$ cat src/dual_data_pointer_unit_defines.svh
// Assertion macros for the dual data pointer unit.
// The enclosing module must provide clk_i and rst_ni.
`ifndef DUAL_DATA_POINTER_UNIT_DEFINES_SVH
`define DUAL_DATA_POINTER_UNIT_DEFINES_SVH

`ifndef SYNTHESIS
// Check a property on every rising clock edge outside reset.
`define DDP_ASSERT(name, prop) \
  name: assert property (@(posedge clk_i) disable iff (!rst_ni) (prop)) \
    else $error("dual data pointer check failed");
// Check that a condition holds whenever a trigger fires.
`define DDP_ASSERT_IMPL(name, trig, prop) \
  `DDP_ASSERT(name, (trig) |-> (prop))
`else
`define DDP_ASSERT(name, prop)
`define DDP_ASSERT_IMPL(name, trig, prop)
`endif

`endif

$ cat src/ddp_pkg.sv
package ddp_pkg;

  // Operation codes carried in the mode field.
  localparam logic [2:0] MODE_STEP       = 3'd0;
  localparam logic [2:0] MODE_LOAD       = 3'd1;
  localparam logic [2:0] MODE_CODE_READ  = 3'd2;
  localparam logic [2:0] MODE_JUMP       = 3'd3;
  localparam logic [2:0] MODE_XDATA      = 3'd4;
  localparam logic [2:0] MODE_WRITE_SEL  = 3'd5;
  localparam logic [2:0] MODE_TOGGLE_SEL = 3'd6;

  // Select byte bit positions.
  localparam int unsigned SEL_PTR_BIT  = 0;
  localparam int unsigned SEL_SWAP_BIT = 5;
  localparam int unsigned SEL_DEC0_BIT = 6;
  localparam int unsigned SEL_DEC1_BIT = 7;

  // Code space size, a power of two from 256 to 65536.
  localparam int unsigned CodeSpace = 65536;
  localparam logic [15:0] CodeMask  = 16'(CodeSpace - 1);

endpackage

$ cat src/ddp_in_if.sv
interface ddp_in_if;
  logic        valid;
  logic        ready;
  logic [2:0]  mode;
  logic [15:0] immediate;
  logic [7:0]  acc_value;

  modport source (output valid, output mode, output immediate, output acc_value,
                  input ready);
  modport sink   (input valid, input mode, input immediate, input acc_value,
                  output ready);
endinterface

$ cat src/ddp_out_if.sv
interface ddp_out_if;
  logic        valid;
  logic        ready;
  logic [15:0] address;
  logic        pointer_used;
  logic [7:0]  select_after;
  logic [15:0] pointer_value;

  modport source (output valid, output address, output pointer_used,
                  output select_after, output pointer_value, input ready);
  modport sink   (input valid, input address, input pointer_used,
                  input select_after, input pointer_value, output ready);
endinterface

$ cat src/dual_data_pointer_unit.sv
// Dual data pointer unit: two 16-bit data pointers and a select byte, as in
// an 8051-family core. Each word on in_i is one pointer operation and yields
// exactly one word on out_o. A word is taken into an input register, then
// executed into the output register, where the pointer and select state
// update as well. Throughput is one word per cycle while out_o is ready; a
// word passes the input register and then the output register before it
// shows on out_o. The input register takes one more word while a result
// waits, and in_i stalls only when both registers hold words and the
// output is not drained in that cycle. Reset clears both pointers and the
// select byte.
`include "dual_data_pointer_unit_defines.svh"

module dual_data_pointer_unit (
  input  logic      clk_i,
  input  logic      rst_ni,
  ddp_in_if.sink    in_i,
  ddp_out_if.source out_o
);

  // Input register.
  logic        in_valid_q;
  logic [2:0]  mode_q;
  logic [15:0] imm_q;
  logic [7:0]  acc_q;

  // Architectural state.
  logic [15:0] ptr0_q, ptr0_d;
  logic [15:0] ptr1_q, ptr1_d;
  logic [7:0]  sel_q, sel_d;

  // Output register.
  logic        out_valid_q;
  logic [15:0] addr_q, addr_d;
  logic        used_q, used_d;
  logic [7:0]  sel_out_q;
  logic [15:0] pval_q, pval_d;

  logic        advance;
  logic        which;
  logic        dec;
  logic        swap;
  logic [15:0] cur_ptr;
  logic [15:0] stepped;
  logic [15:0] code_addr;

  // Execute the held word whenever the output register is free or drains now.
  assign advance    = in_valid_q && (!out_valid_q || out_o.ready);
  assign in_i.ready = !in_valid_q || advance;

  always_ff @(posedge clk_i or negedge rst_ni) begin
    if (!rst_ni) begin
      in_valid_q <= 1'b0;
    end else if (in_i.ready) begin
      in_valid_q <= in_i.valid;
    end
  end

  always_ff @(posedge clk_i) begin
    if (in_i.valid && in_i.ready) begin
      mode_q <= in_i.mode;
      imm_q  <= in_i.immediate;
      acc_q  <= in_i.acc_value;
    end
  end

  // Pointer picked by the select byte before the operation.
  assign which     = sel_q[ddp_pkg::SEL_PTR_BIT];
  assign cur_ptr   = which ? ptr1_q : ptr0_q;
  // Per-pointer direction bit turns the step into a decrement.
  assign dec       = which ? sel_q[ddp_pkg::SEL_DEC1_BIT] : sel_q[ddp_pkg::SEL_DEC0_BIT];
  assign stepped   = dec ? cur_ptr - 16'd1 : cur_ptr + 16'd1;
  // Code address: pointer plus accumulator, folded into code space.
  assign code_addr = (cur_ptr + {8'd0, acc_q}) & ddp_pkg::CodeMask;

  always_comb begin
    ptr0_d = ptr0_q;
    ptr1_d = ptr1_q;
    sel_d  = sel_q;
    addr_d = 16'd0;
    used_d = which;
    swap   = 1'b0;
    case (mode_q)
      ddp_pkg::MODE_STEP: begin
        if (which) ptr1_d = stepped;
        else       ptr0_d = stepped;
        swap = 1'b1;
      end
      ddp_pkg::MODE_LOAD: begin
        if (which) ptr1_d = imm_q;
        else       ptr0_d = imm_q;
        swap = 1'b1;
      end
      ddp_pkg::MODE_CODE_READ: begin
        addr_d = code_addr;
        swap   = 1'b1;
      end
      ddp_pkg::MODE_JUMP: begin
        // Jump never toggles the selection.
        addr_d = code_addr;
      end
      ddp_pkg::MODE_XDATA: begin
        addr_d = cur_ptr;
        swap   = 1'b1;
      end
      ddp_pkg::MODE_WRITE_SEL: begin
        sel_d  = imm_q[7:0];
        used_d = imm_q[ddp_pkg::SEL_PTR_BIT];
      end
      ddp_pkg::MODE_TOGGLE_SEL: begin
        sel_d  = sel_q ^ 8'h01;
        used_d = !which;
      end
      default: begin
        // Unused code: change nothing.
      end
    endcase
    // Auto-toggle: flip the pointer choice after a pointer operation.
    if (swap && sel_q[ddp_pkg::SEL_SWAP_BIT]) begin
      sel_d = sel_q ^ 8'h01;
    end
    // Report the pointer used, as it stands after the operation.
    pval_d = used_d ? ptr1_d : ptr0_d;
  end

  // State advances only with an executed word.
  always_ff @(posedge clk_i or negedge rst_ni) begin
    if (!rst_ni) begin
      ptr0_q <= 16'd0;
      ptr1_q <= 16'd0;
      sel_q  <= 8'd0;
    end else if (advance) begin
      ptr0_q <= ptr0_d;
      ptr1_q <= ptr1_d;
      sel_q  <= sel_d;
    end
  end

  always_ff @(posedge clk_i or negedge rst_ni) begin
    if (!rst_ni) begin
      out_valid_q <= 1'b0;
    end else if (advance) begin
      out_valid_q <= 1'b1;
    end else if (out_o.ready) begin
      out_valid_q <= 1'b0;
    end
  end

  always_ff @(posedge clk_i) begin
    if (advance) begin
      addr_q    <= addr_d;
      used_q    <= used_d;
      sel_out_q <= sel_d;
      pval_q    <= pval_d;
    end
  end

  assign out_o.valid         = out_valid_q;
  assign out_o.address       = addr_q;
  assign out_o.pointer_used  = used_q;
  assign out_o.select_after  = sel_out_q;
  assign out_o.pointer_value = pval_q;

  // An executed word always lands in the output register.
  `DDP_ASSERT_IMPL(a_adv_fills_out, advance, ##1 out_valid_q)
  // The select byte holds unless a word executes.
  `DDP_ASSERT_IMPL(a_sel_hold, !advance, ##1 $stable(sel_q))
  // A jump leaves the select byte untouched.
  `DDP_ASSERT_IMPL(a_jump_keeps_sel, advance && (mode_q == ddp_pkg::MODE_JUMP),
                   ##1 $stable(sel_q))
  // The shown select byte always matches the live state.
  `DDP_ASSERT_IMPL(a_sel_match, out_valid_q, sel_out_q == sel_q)

endmodule

$ cat src/flat_wrapper.sv
// flat-port wrapper written by rule: the top's interface ports become plain ports
module dual_data_pointer_unit_flat 
  (clk_i, rst_ni, in_i_valid, in_i_mode, in_i_immediate, in_i_acc_value, in_i_ready, out_o_valid, out_o_address, out_o_pointer_used, out_o_select_after, out_o_pointer_value, out_o_ready);
  ddp_in_if in_i_i ();
  ddp_out_if out_o_i ();
  input  logic clk_i;
  input  logic rst_ni;
  input wire logic [$bits(in_i_i.valid)-1:0] in_i_valid;
  input wire logic [$bits(in_i_i.mode)-1:0] in_i_mode;
  input wire logic [$bits(in_i_i.immediate)-1:0] in_i_immediate;
  input wire logic [$bits(in_i_i.acc_value)-1:0] in_i_acc_value;
  output wire logic [$bits(in_i_i.ready)-1:0] in_i_ready;
  output wire logic [$bits(out_o_i.valid)-1:0] out_o_valid;
  output wire logic [$bits(out_o_i.address)-1:0] out_o_address;
  output wire logic [$bits(out_o_i.pointer_used)-1:0] out_o_pointer_used;
  output wire logic [$bits(out_o_i.select_after)-1:0] out_o_select_after;
  output wire logic [$bits(out_o_i.pointer_value)-1:0] out_o_pointer_value;
  input wire logic [$bits(out_o_i.ready)-1:0] out_o_ready;
  assign in_i_i.valid = in_i_valid;
  assign in_i_i.mode = in_i_mode;
  assign in_i_i.immediate = in_i_immediate;
  assign in_i_i.acc_value = in_i_acc_value;
  assign in_i_ready = in_i_i.ready;
  assign out_o_valid = out_o_i.valid;
  assign out_o_address = out_o_i.address;
  assign out_o_pointer_used = out_o_i.pointer_used;
  assign out_o_select_after = out_o_i.select_after;
  assign out_o_pointer_value = out_o_i.pointer_value;
  assign out_o_i.ready = out_o_ready;
  dual_data_pointer_unit u_core (.clk_i(clk_i), .rst_ni(rst_ni), .in_i(in_i_i), .out_o(out_o_i));
endmodule
$ cat config.mk
export PLATFORM = sky130hd
export DESIGN_NAME = dual_data_pointer_unit_flat
export DESIGN_NICKNAME = d
export VERILOG_FILES = /design/src/ddp_pkg.sv /design/src/ddp_in_if.sv /design/src/ddp_out_if.sv /design/src/dual_data_pointer_unit.sv /design/src/flat_wrapper.sv
export VERILOG_INCLUDE_DIRS = /design/src /design/src/src
export SDC_FILE = /design/constraint.sdc
export NUM_CORES = 1
export LEC_CHECK = 0
export BUFFER_PORTS_ARGS = -buffer_cell sky130_fd_sc_hd__buf_2
export CAP_MARGIN = 30
export CORE_ASPECT_RATIO = 1.75
export CORE_MARGIN = 3
export CORE_UTILIZATION = 55
export CTS_CLUSTER_SIZE = 30
export DETAILED_ROUTE_END_ITERATION = 6
export HOLD_SLACK_MARGIN = 0.05
export PLACE_DENSITY = 0.79
export SETUP_SLACK_MARGIN = 0.5
export SYNTH_ARGS = -nofsm -noshare
export SYNTH_HDL_FRONTEND = slang
export SYNTH_SLANG_ARGS = --single-unit
$ cat constraint.sdc
create_clock -name clk_i -period 4.8 [get_ports clk_i]
set_clock_uncertainty 0.15 [all_clocks]
set_input_delay 0.96 -clock clk_i [delete_from_list [all_inputs] [get_ports clk_i]]
set_output_delay 0.96 -clock clk_i [all_outputs]
set_load 0.05 [all_outputs]
=== Word-level counts from Yosys, hierarchy flattened ===
Index checks and enable logic that the tools add are counted.
W data, S select, Z words.

* Reductions and logical operators: 12
* Bitwise logic cells: 1
* Equal/unequal tests: 6
* Multiplexer cells: 17
* Add/sub/neg operators: 3

{| class="wikitable"
|+ Operators with widths
! cell !! number
|-
| $mux W16 || 7
|-
| $pmux W16 S2 || 3
|-
| $add A16 B1 Y16 const B || 1
|-
| $add A16 B8 Y16 || 1
|-
| $pmux W8 S2 || 1
|-
| $sub A16 B1 Y16 const B || 1
|-
| $eq A3 B3 Y1 const B || 3
|-
| $mux W8 || 1
|-
| $eq A3 B2 Y1 const B || 2
|-
| $mux W1 || 4
|-
| $reduce_or A4 Y1 || 1
|-
| $eq A3 B1 Y1 const B || 1
|-
| $logic_and A1 B1 Y1 || 3
|-
| $logic_not A1 Y1 || 3
|-
| $logic_not A3 Y1 || 1
|-
| $logic_or A1 B1 Y1 || 2
|-
| $pmux W1 S2 || 1
|-
| $reduce_bool A2 Y1 || 1
|-
| $reduce_or A2 Y1 || 1
|-
| $not A1 Y1 || 1
|}

* Input bits: 31
* Output and inout bits: 43
* Register bits after elaboration: 110

=== Depth between registers and ports, before layout ===
Gate-level depths: netlist of run 1.

* Depth after elaboration: 6
* Gate-level depth with buffers: 15

=== Worst setup path before layout of run 1 ===
No wires, ideal clock.

* Kind: register to register
* Start point: register u_core.sel_q[0]
* End point: register u_core.pval_q[13] (netlist: u_core.out_o.pointer_value[13]), data pin
* Path buffers: 5
* Clock period less this slack: 3.874 ns
* Arrival time: 3.453 ns
* Setup slack: 0.926 ns
* Library setup time: 0.271 ns
* Stages on the path, launching flop included: 15
* Cell sequence: dfrtp_1 -> buf_6 -> buf_2 -> buf_2 -> buf_1 -> mux2i_1 -> inv_1 -> ha_1 -> clkbuf_1 -> nand2_1 -> or4_1 -> o21ai_0 -> xor2_1 -> a221oi_1 -> mux2i_1

* Longest elaborated chain between the ends: 6
* Elaborated cells on any way between the ends: 14
* Those cells by class: add/sub (2); mux (11); reduce/logical (1)

{| class="wikitable"
|+ Ends and longest elaborated chain
! element !! line !! text
|-
| start, declared || dual_data_pointer_unit.sv:29 || <nowiki>logic [7:0] sel_q, sel_d;</nowiki>
|-
| start signal, assigned || dual_data_pointer_unit.sv:134 || <nowiki>sel_q <= sel_d;</nowiki>
|-
| $mux W16 || dual_data_pointer_unit.sv:68 || <nowiki>assign cur_ptr = which ? ptr1_q : ptr0_q;</nowiki>
|-
| $add A16 B1 Y16 or $sub A16 B1 Y16 (tied branches) || dual_data_pointer_unit.sv:71 || <nowiki>assign stepped = dec ? cur_ptr - 16'd1 : cur_ptr + 16'd1;</nowiki>
|-
| $mux W16 || dual_data_pointer_unit.sv:71 ||
|-
| $mux W16 || dual_data_pointer_unit.sv:84 || <nowiki>if (which) ptr1_d = stepped;</nowiki>
|-
| $pmux W16 S2 || dual_data_pointer_unit.sv:82 || <nowiki>case (mode_q)</nowiki>
|-
| $mux W16 * || dual_data_pointer_unit.sv:122 || <nowiki>pval_d = used_d ? ptr1_d : ptr0_d;</nowiki>
|-
| named net u_core.pval_d[13] || dual_data_pointer_unit.sv:36 || <nowiki>logic [15:0] pval_q, pval_d;</nowiki>
|-
| end signal, assigned || dual_data_pointer_unit.sv:153 || <nowiki>pval_q <= pval_d;</nowiki>
|-
| end, declared || dual_data_pointer_unit.sv:36 ||
|}

Mark *: on every way through the listed nets, which the timed path passes. The rest lies on a longest branch.
A chain may end at the register's enable or synchronous reset.

=== Worst setup path after layout of run 1 ===
Same ends and word-level chain as after synthesis.

==> flow_metrics.py, run 1 <==
metrics = {
    "job": {
        "drv_cap": 0,
    },
    "logic_synthesis": {
        "syn-instance-count": 617,
        "ys_top_cells_by_area": "edfxtp_1 (33%), dfrtp_1 (17%), nand2_1 (6.7%)",
        "ys_seq_area_share_pct": 50.2,
        "avgSynthCellArea_um2": 9.99,
        "ys_types": 61,
        "synth.top_cell.area_share_pct": 33.1,
        "async_reset_ff_share_pct": 38.2,
        "synth_area_leader_cell": "edfxtp_1",
        "yosysMostFrequentCell": "nand2_1",
        "yosys_warnings": 0,
        "synth_area_um2": 6170,
        "synth_edf_count": 68,
        "ys.flop_type": "edfxtp_1",
        "ys_top_cells_by_count": "nand2_1 (110), edfxtp_1 (68), o21ai_0 (57)",
        "syn_nets": 672,
        "synth_seq_cells": 110,
    },
    "cts": {
        "htree_levels": 3,
        "cts_sinks": 110,
        "insertion_delay_ps": 360,
        "cts_buffers": 9,
        "cts-root-buf": "clkbuf_16",
        "cts_tree": "yes",
        "clk_path_buf_depth": 2,
        "post_cts_buffers": 0,
        "clk_pin_slew_ps": 80,
    },
    "finish": {
        "layout.nets": 739,
        "nFillCells": 885,
        "drive_gt1_share_pct": 19.2,
        "area_delta_synth_final_pct": 13.0,
        "antenna_cells": 0,
    },
    "routing": {
        "vias": 5138,
        "dr.pass1.iters": 7,
        "drc_errors": 0,
        "drt_iter0_markers": 359,
        "wirelength_um": 17600,
        "wl_per_cell_um": 21.4,
        "vias_per_cell": 6.27,
        "ant_nets": 0,
    },
    "timing": {
        "slew_viol_final": 0,
        "rsz0062_at_grt": "false",
        "finalSetupViolCount": 0,
        "timing_worst_slew_pin_value_ps": 984,
        "period_needed_ps": 4030,
        "max_freq_mhz": 248,
        "slew_headroom_pct": 33.5,
        "hold_viol_final": 0,
        "tns_ps": 0,
        "worst_slack_ps": 768,
        "finalCritPeriodShare_pct": 84.0,
    },
    "worst_setup_path": {
        "critPathMaxFanout": 15,
        "cp_data_arrival_time_ps": 3990,
        "crit_path_end_kind": "register",
        "crit_required_ps": 4750,
        "path_class": "reg2reg",
        "cp-start-kind": "register",
        "r2r_slack_ps": 770,
    },
    "floorplan": {
        "die_h_um": 146,
        "start_util_pct": 57.0,
        "rows": 50,
        "fp.dieW_um": 86.0,
        "io_pins": 74,
        "die_area_um2": 12600,
        "core_um2": 10800,
    },
    "global_routing": {
        "grt_max_degree": 38,
        "overflow": 0,
        "grt_usage_pct": 28.8,
        "antenna_found_initial": 0,
        "grt_pass1_wl_um": 27700,
        "grt_pass1_vias": 5185,
    },
    "placement": {
        "preCtsSetupSlack_ps": 809,
        "hpwl_um": 13600,
        "finalWeightedCongestion": 1.04,
        "io_buffer_count": 73,
    },
    "worst_hold_path": {
        "hp-class": "in2async",
    },
    "status": {
        "status": "complete, no violations",
    },
    "pwr": {
        "power.leakage_nw": 3.00,
        "irDropWorstVdd_mv": 0.465,
        "power_density_nw_per_um2": 736,
    },
}
## area by class of cell
cell class | instances | area, um2 | area share, %
sequential | 110 | 3090 | 44.4
multi-input combinational | 465 | 2910 | 41.7
timing repair buffer | 84 | 460 | 6.61
clock buffer | 9 | 225 | 3.23
tap | 130 | 163 | 2.33
clock inverter | 7 | 65.1 | 0.934
inverter | 14 | 52.6 | 0.754
## cells by family after synthesis
logic type | count (synthesis) | share of synthesized area [%]
buf+inv | 42 | 2.74
compound gates | 176 | 18.2
xor+xnor | 16 | 2.27
simple gates | 214 | 15.1
flops | 110 | 50.2
mux | 35 | 6.35
fa+ha+maj | 24 | 5.11
## worst max-delay path, cell delays in order (launching register included)
cell and delay [ps]:
dfrtp_1 770, mux2i_1 360, inv_1 330, ha_1 560
nand2_1 120, or4_1 520, o21ai_0 330, xor2_1 180
a221oi_1 330, mux2i_1 120
## sequential cells by signal (all words and copies together) (netlist names)
register	flops
u_core.imm_q	16
u_core.out_o.address	16
u_core.out_o.pointer_value	16
u_core.ptr0_q	16
u_core.ptr1_q	16
u_core.acc_q	8
u_core.out_o.select_after	8
u_core.sel_q	8
u_core.mode_q	3
u_core.in_valid_q	1
u_core.out_o.pointer_used	1
u_core.out_o.valid	1
## report_power, final
group	total [mW]	internal [mW]	switching [mW]
logic	2.84	1.01	1.84
registers	1.56	1.33	0.235
clock network	0.724	0.364	0.360
total	5.13	2.70	2.43
## metrics by stage
stage                     power, mW  instances  hold slack [ps]  util [%]  cell area, um2
after floorplan                3.59        617              290         -            6170
after global placement         4.28        802              302      61.5            6650
after detailed placement       4.36        803              312      61.7            6670
after CTS                      5.09        819              276      64.3            6960
after global routing           5.43        819              279      64.4            6970
final                          5.13        819              278      64.4            6970
## path summary, 6_finish.rpt
check	startpoint	end	cells after the start
min reg2reg	u_core.sel_q[4]$_DFFE_PN0P_	u_core.sel_q[4]$_DFFE_PN0P_	2
max	u_core.sel_q[0]$_DFFE_PN0P_	u_core.out_o.pointer_value[13]$_DFFE_PP_	9
max reg2reg	u_core.sel_q[0]$_DFFE_PN0P_	u_core.out_o.pointer_value[13]$_DFFE_PP_	9
min in group clk_i	u_core.sel_q[4]$_DFFE_PN0P_	u_core.sel_q[4]$_DFFE_PN0P_	2
max in group asynchronous	rst_ni	u_core.ptr1_q[7]$_DFFE_PN0P_	2
min	rst_ni	u_core.sel_q[7]$_DFFE_PN0P_	1
## placed cells by master (no fill, tap or decap), types with 6 or more instances in the layout
cell,instances
a211oi_1,8
a21o_1,7
a21oi_1,41
a31oi_1,10
and2_1,6
buf_2,73
buf_4,10
clkbuf_16,9
dfrtp_1,42
edfxtp_1,68
ha_1,22
inv_1,11
mux2_2,23
mux2i_1,10
nand2_1,110
nand2b_1,8
nand3_1,20
nor2_1,43
nor3_1,6
o211ai_1,6
o21a_1,7
o21ai_0,57
xnor2_1,11
## per-layer routing
metal	part of all wire (%)	vias to the layer above	global-route usage (%)
met5	0	-	0
li1	-	2394	-
met3	6.0	79	5.03
met2	51	237	49.1
met4	6.8	0	18.8
met1	36	2428	32.2
## timing repair
item / CTS / global route
resized for setup: 0 / 1
setup endpoints to repair: 0 / 4
hold endpoints to repair: 0 / 0
hold buffers: 0 / 0
Power figures use the tool's default switching activity.
==> inputs of run 2 (changes only) <==
Settings changed: ABC_AREA from default to 1, CORE_UTILIZATION 55 to 54, PLACE_DENSITY 0.79 to 0.8.
Clock period 4.8 ns to 3.6 ns, I/O delays scaled along.
==> flow_metrics.py, run 2 <==
metrics = {
    "status": {
        "status": "complete, no violations",
    },
    "placement": {
        "finalWeightedCongestion": 0.917,
        "hpwl_um": 12100,
        "io_buffer_count": 73,
        "placed_cells_incl_taps": 1101,
        "place_area_um2": 7280,
    },
    "worst_setup_path": {
        "cp-start-kind": "register",
        "crit_required_ps": 3560,
        "crit_path_end_kind": "register",
        "cp_data_arrival_time_ps": 2910,
        "path_class": "reg2reg",
        "critPathMaxFanout": 8,
    },
    "timing": {
        "timing_worst_slew_pin_value_ps": 861,
        "rsz0062_at_grt": "true",
        "hold_viol_final": 0,
        "max_freq_mhz": 338,
        "finalCritPeriodShare_pct": 82.2,
        "tns_ps": 0,
        "period_needed_ps": 2960,
        "slew_viol_final": 0,
        "slew_headroom_pct": 42.6,
        "finalSetupViolCount": 0,
    },
    "routing": {
        "ant_nets": 0,
        "drc_errors": 0,
        "wl_per_cell_um": 15.4,
        "vias": 6308,
        "vias_per_cell": 5.60,
        "drt_iter0_markers": 561,
        "dr.pass1.iters": 5,
        "wirelength_um": 17300,
    },
    "logic_synthesis": {
        "ys_top_cells_by_area": "edfxtp_1 (30%), nand2_1 (17%), dfrtp_1 (16%)",
        "ys_top_cells_by_count": "nand2_1 (297), inv_1 (97), edfxtp_1 (68)",
        "yosysMostFrequentCell": "nand2_1",
        "async_reset_ff_share_pct": 38.2,
        "ys_seq_area_share_pct": 45.8,
        "synth_area_leader_cell": "edfxtp_1",
        "synth_edf_count": 68,
        "synth.top_cell.area_share_pct": 30.2,
        "syn-instance-count": 881,
        "syn_nets": 936,
        "synth_area_um2": 6760,
        "yosys_warnings": 0,
        "ys.flop_type": "edfxtp_1",
        "synth_seq_cells": 110,
        "ys_types": 44,
        "avgSynthCellArea_um2": 7.67,
    },
    "cts": {
        "cts_sinks": 110,
        "clk_pin_slew_ps": 80,
        "cts-root-buf": "clkbuf_16",
        "htree_levels": 3,
        "cts_tree": "yes",
        "insertion_delay_ps": 360,
        "cts_hold_buf": 0,
        "cts_buffers": 9,
        "clk_path_buf_depth": 2,
    },
    "global_routing": {
        "overflow": 0,
        "grt_usage_pct": 24.8,
        "grt_pass1_wl_um": 27800,
        "grt_max_degree": 101,
        "grt_pass1_vias": 5946,
        "antenna_found_initial": 0,
    },
    "worst_hold_path": {
        "hp-class": "in2async",
    },
    "pwr": {
        "total_power_mw": 7.80,
        "power.leakage_nw": 3.70,
        "irDropWorstVdd_mv": 0.582,
        "power_density_nw_per_um2": 1000,
    },
    "job": {
        "drv_cap": 0,
    },
    "finish": {
        "final_cell_count_no_fill": 1126,
        "final_common_cell": "nand2_1",
        "final_area_um2": 7790,
        "nFillCells": 1049,
        "area_delta_synth_final_pct": 15.3,
        "final_cell_mix": "nand2_1 (295), inv_1 (95), buf_2 (73), edfxtp_1 (68), nor2_1 (66)",
        "layout.nets": 1011,
        "antenna_cells": 0,
        "fin_util_pct": 64.2,
        "drive_gt1_share_pct": 17.3,
    },
    "floorplan": {
        "fp.dieW_um": 90.6,
        "rows": 53,
        "die_area_um2": 13900,
        "io_pins": 74,
        "die_h_um": 154,
        "core_um2": 12100,
        "start_util_pct": 55.7,
    },
}
==> run 2: cell type report <==
| type | count | area [um2] | area share (%) |
|---|---|---|---|
| multi-input cells | 629 | 3190 | 40.9 |
| flip-flops and latches | 110 | 3090 | 39.7 |
| repair buffers | 93 | 569 | 7.31 |
| inverters | 113 | 429 | 5.51 |
| clock buffers | 9 | 225 | 2.89 |
| well taps | 165 | 206 | 2.65 |
| clock inverters | 7 | 75.1 | 0.964 |
==> run 2: worst paths after layout <==
path	to	cells after the start	startpoint	slack [ps]
max in group asynchronous	u_core.ptr0_q[12]$_DFFE_PN0P_	2	rst_ni	2340
min	u_core.ptr1_q[13]$_DFFE_PN0P_	1	rst_ni	310
min in group clk_i	u_core.ptr1_q[8]$_DFFE_PN0P_	2	u_core.ptr1_q[8]$_DFFE_PN0P_	340
max reg2reg	u_core.out_o.pointer_value[13]$_DFFE_PP_	17	u_core.sel_q[0]$_DFFE_PN0P_	640
max	u_core.out_o.pointer_value[13]$_DFFE_PP_	17	u_core.sel_q[0]$_DFFE_PN0P_	640
min reg2reg	u_core.ptr1_q[8]$_DFFE_PN0P_	2	u_core.ptr1_q[8]$_DFFE_PN0P_	340
==> run 2: power breakdown <==
| part | internal [mW] | switching, mW |
|---|---|---|
| logic | 1.55 | 3.27 |
| clock network | 0.493 | 0.507 |
| registers | 1.78 | 0.207 |
| total | 3.83 | 3.98 |
==> run 2: per-layer routing <==
| layer | wire [um] | track usage (%) | up-vias |
|---|---|---|---|
| li1 | - | - | 3046 |
| met1 | 6670 | 29.6 | 2926 |
| met2 | 8700 | 43.6 | 281 |
| met3 | 1210 | 3.87 | 55 |
| met4 | 742 | 11.5 | 0 |
| met5 | 0 | 0 | - |
==> run 2: cell families after synthesis <==
group	share of synthesized area [%]
fa+ha+maj	4.67
buf+inv	8.56
xor+xnor	0.389
mux	0.148
compound gates	13.3
flops	45.8
simple gates	27.1
==> run 2: critical path, cell delays in order, from the launching register on <==
cell and delay (ps):
dfrtp_2 510, nand2_2 110, o21ai_4 100, clkinvlp_4 200, buf_4 200, ha_1 350, nand2_1 80, nand2_1 90
a21oi_2 180, nor2_1 70, nor2_1 120, nand2_1 60, nand2_1 90, nand3_1 70, nand2_1 80, nand2_1 90
nand2_1 70, nand2_1 80
==> run 2: what timing repair did <==
item                                    in CTS  in global routing
gates cloned                                 0                  1
gates resized for setup                      0                 34
pin swaps                                    0                  2
buffers inserted                             3                  5
endpoints found under the setup margin       3                 31
==> run 2: stage by stage <==
stage                     hold WS (ps)  worst slack, ps
after global routing               354              469
after floorplan                    274              670
after global placement             312              451
after CTS                          335              538
after detailed placement           315              457
final                              311              642
